`src/sv/pfl_pkg.sv`:
```
// Shared constants, codes and types of the page frame free list.
`timescale 1ns / 1ps

package pfl_pkg;

    localparam int PAGE_SHIFT   = 12;
    localparam int STACK_DEPTH  = 32768;
    localparam int ADDRESS_BITS = 56;
    localparam int PNUM_BITS    = ADDRESS_BITS - PAGE_SHIFT;
    localparam int PTR_BITS     = $clog2(STACK_DEPTH);
    localparam int CNT_BITS     = $clog2(STACK_DEPTH + 1);

    localparam int CFG_IDX_BITS = 1;
    localparam logic [CFG_IDX_BITS-1:0] CFG_KERNEL_END = 1'b0;
    localparam logic [CFG_IDX_BITS-1:0] CFG_MEMORY_TOP = 1'b1;

    localparam logic [1:0] OP_INIT  = 2'd0;
    localparam logic [1:0] OP_FREE  = 2'd1;
    localparam logic [1:0] OP_ALLOC = 2'd2;

    localparam logic [1:0] STATUS_OK      = 2'd0;
    localparam logic [1:0] STATUS_OOM     = 2'd1;
    localparam logic [1:0] STATUS_INVALID = 2'd2;
    localparam logic [1:0] STATUS_FULL    = 2'd3;

    localparam logic [2:0] CMD_NOP      = 3'd0;
    localparam logic [2:0] CMD_INIT     = 3'd1;
    localparam logic [2:0] CMD_FREE     = 3'd2;
    localparam logic [2:0] CMD_BAD_FREE = 3'd3;
    localparam logic [2:0] CMD_ALLOC    = 3'd4;

    typedef struct packed {
        logic [2:0]           kind;
        logic [PNUM_BITS-1:0] pnum;
    } t_cmd;

    typedef struct packed {
        logic [ADDRESS_BITS-1:0] addr;
        logic [1:0]              status;
    } t_result;

    typedef struct packed {
        logic [ADDRESS_BITS-1:0] kernel_end;
        logic [ADDRESS_BITS-1:0] memory_top;
    } t_cfg;

endpackage

```
`src/sv/pfl_front.sv`:
```
// Front end: accepts requests, checks free addresses and queues classified commands.
`timescale 1ns / 1ps

module pfl_front import pfl_pkg::*; (
    input  logic                    i_clk,
    input  logic                    i_rst_n,
    input  t_cfg                    i_cfg,
    input  logic                    push,
    output logic                    full,
    input  logic [1:0]              i_opcode,
    input  logic [ADDRESS_BITS-1:0] i_page_address,
    output logic                    o_cmd_valid,
    output t_cmd                    o_cmd,
    input  logic                    i_cmd_ready
);

    t_cmd       cmd_in;
    logic       bad_addr;
    logic       wr_en;
    logic       rd_en;
    t_cmd       r_q [2];
    logic       r_wr_ptr;
    logic       r_rd_ptr;
    logic [1:0] r_cnt;
    logic [1:0] n_cnt;

    assign bad_addr = (i_page_address == '0) ||
                      (i_page_address[PAGE_SHIFT-1:0] != '0) ||
                      (i_page_address < i_cfg.kernel_end) ||
                      (i_page_address >= i_cfg.memory_top);

    always_comb begin
        cmd_in.pnum = i_page_address[ADDRESS_BITS-1:PAGE_SHIFT];
        unique case (i_opcode)
            OP_INIT:  cmd_in.kind = CMD_INIT;
            OP_FREE:  cmd_in.kind = bad_addr ? CMD_BAD_FREE : CMD_FREE;
            OP_ALLOC: cmd_in.kind = CMD_ALLOC;
            default:  cmd_in.kind = CMD_NOP;
        endcase
    end

    assign full        = (r_cnt == 2'd2);
    assign o_cmd_valid = (r_cnt != 2'd0);
    assign o_cmd       = r_q[r_rd_ptr];
    assign wr_en       = push && !full;
    assign rd_en       = o_cmd_valid && i_cmd_ready;

    always_comb begin
        n_cnt = r_cnt;
        if (wr_en && !rd_en) begin
            n_cnt = r_cnt + 2'd1;
        end else if (rd_en && !wr_en) begin
            n_cnt = r_cnt - 2'd1;
        end
    end

    always_ff @(posedge i_clk) begin
        if (!i_rst_n) begin
            r_cnt    <= 2'd0;
            r_wr_ptr <= 1'b0;
            r_rd_ptr <= 1'b0;
        end else begin
            r_cnt <= n_cnt;
            if (wr_en) begin
                r_wr_ptr <= !r_wr_ptr;
            end
            if (rd_en) begin
                r_rd_ptr <= !r_rd_ptr;
            end
        end
    end

    always_ff @(posedge i_clk) begin
        if (wr_en) begin
            r_q[r_wr_ptr] <= cmd_in;
        end
    end

endmodule

```
`config.mk`:
```
export PLATFORM = sky130hd
export DESIGN_NAME = pfl_front
export DESIGN_NICKNAME = d
export VERILOG_FILES = /design/src/sv/pfl_pkg.sv /design/src/sv/pfl_front.sv
export SDC_FILE = /design/constraint.sdc
export NUM_CORES = 1
export LEC_CHECK = 0
export BUFFER_PORTS_ARGS = -buffer_cell sky130_fd_sc_hd__buf_2
export CORE_MARGIN = 3
export CORE_UTILIZATION = 35
export CTS_CLUSTER_SIZE = 28
export DETAILED_ROUTE_END_ITERATION = 8
export GPL_ROUTABILITY_DRIVEN = 0
export GPL_TIMING_DRIVEN = 0
export PLACE_DENSITY = 0.55
export SYNTH_ARGS = -nofsm -noshare
export SYNTH_HDL_FRONTEND = slang
export SYNTH_SLANG_ARGS = --single-unit
```
`constraint.sdc`:
```
create_clock -name i_clk -period 3.4 [get_ports i_clk]
set_input_delay 0.17 -clock i_clk [delete_from_list [all_inputs] [get_ports i_clk]]
set_output_delay 0.17 -clock i_clk [all_outputs]
set_load 0.005 [all_outputs]
```
==> impl_metrics.json <==
{
  "status": "completed",
  "area_growth_pct": 27.2,
  "wl_per_cell_microns": 16.0,
  "comb_power_share": 0.311,
  "cts-buffers-inserted": 9,
  "syn-instance-count": 580,
  "grt_usage": 0.165,
  "endpoint_kind": "register",
  "ir_drop_v": 0.000231,
  "overflow": 0,
  "grt_pass1_vias": 5079,
  "syn-cell-area_sq_um": 6490,
  "finalCritPeriodShare": 0.764,
  "rsz0062_at_grt": "no",
  "final-seq-area_sq_um": 2920,
  "die_area_sq_um": 20200,
  "synthFlopType": "edfxtp_1",
  "fmax_mhz": 385,
  "htreeDepth": 3,
  "pre_cts_ws_ps": 344,
  "switching_share": 0.290,
  "maxSlewViolCount": 0,
  "tightestPinTransition_ps": 779,
  "setup_viol": 0,
  "tritoncts": "yes",
  "worst_ep_required_time_ps": 3470,
  "critPathMaxFanout": 3,
  "grt_max_degree": 29,
  "hold_violations": 0,
  "finalNonFillerCells": 1049,
  "drc": 0,
  "post_cts_buffers": 0,
  "startpoint_type": "input port",
  "drive_above_1_share": 0.355,
  "cts_resized": 0,
  "final_area_sq_um": 8250,
  "syn_avg_cell_area_sq_um": 11.2,
  "port_buffers": 222,
  "dpl_cell_area_sq_um": 7930,
  "core-area_sq_um": 18100,
  "reg2reg_from": "r_cnt[0]",
  "critPathArrivalTime_ps": 2670,
  "cts_sinks": 99,
  "fin_tns_setup_ps": 0,
  "synth_edf_count": 94,
  "dr.pass1.iters": 4,
  "ctsHoldBuffers": 0,
  "cts_buffer_depth": 2,
  "die_w_microns": 142,
  "die_h_microns": 142,
  "rows": 49,
  "p_clk_frac": 0.279,
  "dpl.cell_count": 1033,
  "drt_iter0_markers": 176,
  "yosysWarningCount": 0,
  "ys_ff_latch": 99,
  "critPathKind": "input port to register",
  "ioPinCount": 223,
  "power_mw": 3.81,
  "switchingPower_mw": 1.11,
  "synth_cell_types": 42,
  "grt_pass1_wl_mm": 25.9,
  "p_leak_nw": 4.02,
  "path_clk_slew_ps": 70,
  "hpwlAfterDp_mm": 13.7,
  "viasPerCell": 4.76,
  "num_antenna_cells": 0,
  "antenna_found_initial": 1,
  "utilization": 0.456,
  "ys_seq_area_frac": 0.451,
  "fin_ws_ps": 803,
  "min_period_ps": 2600,
  "ys_async_sr_fraction": 0,
  "ant_nets": 0,
  "synth_nets": 866,
  "power_frac_seq": 0.410,
  "vias": 4990,
  "clkLatencyLatePin_ps": 350,
  "p_int_mw": 2.71,
  "max-cap-violations": 0,
  "hold_slack_ps": 65.4,
  "hold_path.class": "input port to register",
  "cts_root_buffer": "clkbuf_16",
  "wirelength_mm": 16.7,
  "nets": 1101,
  "start_util": 0.359,
  "multiInputGateArea_sq_um": 3120,
  "fin_skew_ps": 8.84,
  "relSlewSlack": 0.481,
  "power.density_nw_per_um2": 462,
  "min-delay-start": "i_page_address[45]",
  "crit_start": "i_page_address[0]",
  "fillCellCount": 1729
}
-- path summary, 6_finish.rpt --
kind,slack (ps),cells after the start,end
max,800,10,r_q[1][44]
min,70,1,r_q[0][33]
max reg2reg,1540,4,r_q[0][44]
min reg2reg,520,2,r_cnt[1]
-- worst max-delay path, cell delays in order --
cell       delay (ps)
buf_2             110
inv_1              40
ha_1              250
nand2b_1          160
a2111oi_0         410
o21ai_0           200
a311oi_1          400
o31ai_1           220
a311oi_1          530
o211ai_1          150
-- routing by layer --
metal,vias up,wire length (microns),track usage
li1,2596,-,-
met1,2231,7530,0.214
met2,145,7940,0.279
met3,16,1030,0.0319
met4,2,242,0.0525
met5,-,13,0
-- power groups by stage --
stage	Clock (mW)	Sequential (mW)	Combinational, mW
after CTS	1.10	1.57	1.22
after global routing	1.15	1.58	1.33
after detailed placement	0	1.59	1.21
after floorplan	0	1.59	0.670
final	1.07	1.56	1.19
after global placement	0	1.61	1.19
-- cells by family (layout without fill, tap and decap cells) --
family / count (synthesis) / count (layout) / synth area share
XOR/XNOR: 3 / 3 / 0.00405
adder cells (fa/ha/maj): 112 / 112 / 0.216
buffers and inverters: 121 / 361 / 0.0700
AND/OR/NAND/NOR: 103 / 103 / 0.0849
AO/OA/AOI/OAI: 95 / 95 / 0.0928
multiplexers: 47 / 47 / 0.0816
flip-flops: 99 / 99 / 0.451
-- area by class of cell --
type / instances / share of cell area
Buffer: 5 / 0.00227
Inverter: 116 / 0.0528
Tap cell: 229 / 0.0347
Clock buffer: 13 / 0.0355
Multi-Input combinational cell: 360 / 0.378
Clock inverter: 3 / 0.00303
Timing Repair Buffer: 224 / 0.140
Sequential cell: 99 / 0.354
-- Yosys cell counts (5+ instances only) --
master	count	area [sq um]
a21o_1	12	90.1
nand2_1	25	93.8
nand3_1	9	45.0
dfxtp_1	5	100
edfxtp_1	94	2820
clkbuf_1	5	18.8
inv_1	116	435
nor3_1	5	25.0
mux2_2	47	529
a21oi_1	35	175
ha_1	112	1400
nand4_1	16	100
nor4_1	15	93.8
o21ai_0	18	90.1
nor2_1	10	37.5
-- sequential cells by signal, indices dropped and copies added (netlist names), named ones only --
register and cells:
r_cnt 2, r_q 94, r_rd_ptr 1, r_wr_ptr 1
-- cell usage in the layout, fill, tap and decap left out, types with 3 or more instances in the layout --
| cell | instances |
|---|---|
| o21ai_0 | 18 |
| a21oi_1 | 35 |
| a211oi_1 | 4 |
| nor4_1 | 15 |
| nand4_1 | 16 |
| edfxtp_1 | 94 |
| inv_1 | 116 |
| dfxtp_1 | 5 |
| ha_1 | 112 |
| nand2b_1 | 4 |
| and2_1 | 4 |
| a221oi_1 | 3 |
| mux2_2 | 47 |
| clkbuf_16 | 11 |
| nand2_1 | 25 |
| clkbuf_1 | 6 |
| a21o_1 | 12 |
| nor2_1 | 9 |
| nand3_1 | 9 |
| a31oi_1 | 3 |
| buf_2 | 222 |
| o31ai_1 | 3 |
| nor3_1 | 5 |
| nor2b_1 | 4 |
Note: power is estimated with default switching activity, not from simulation.
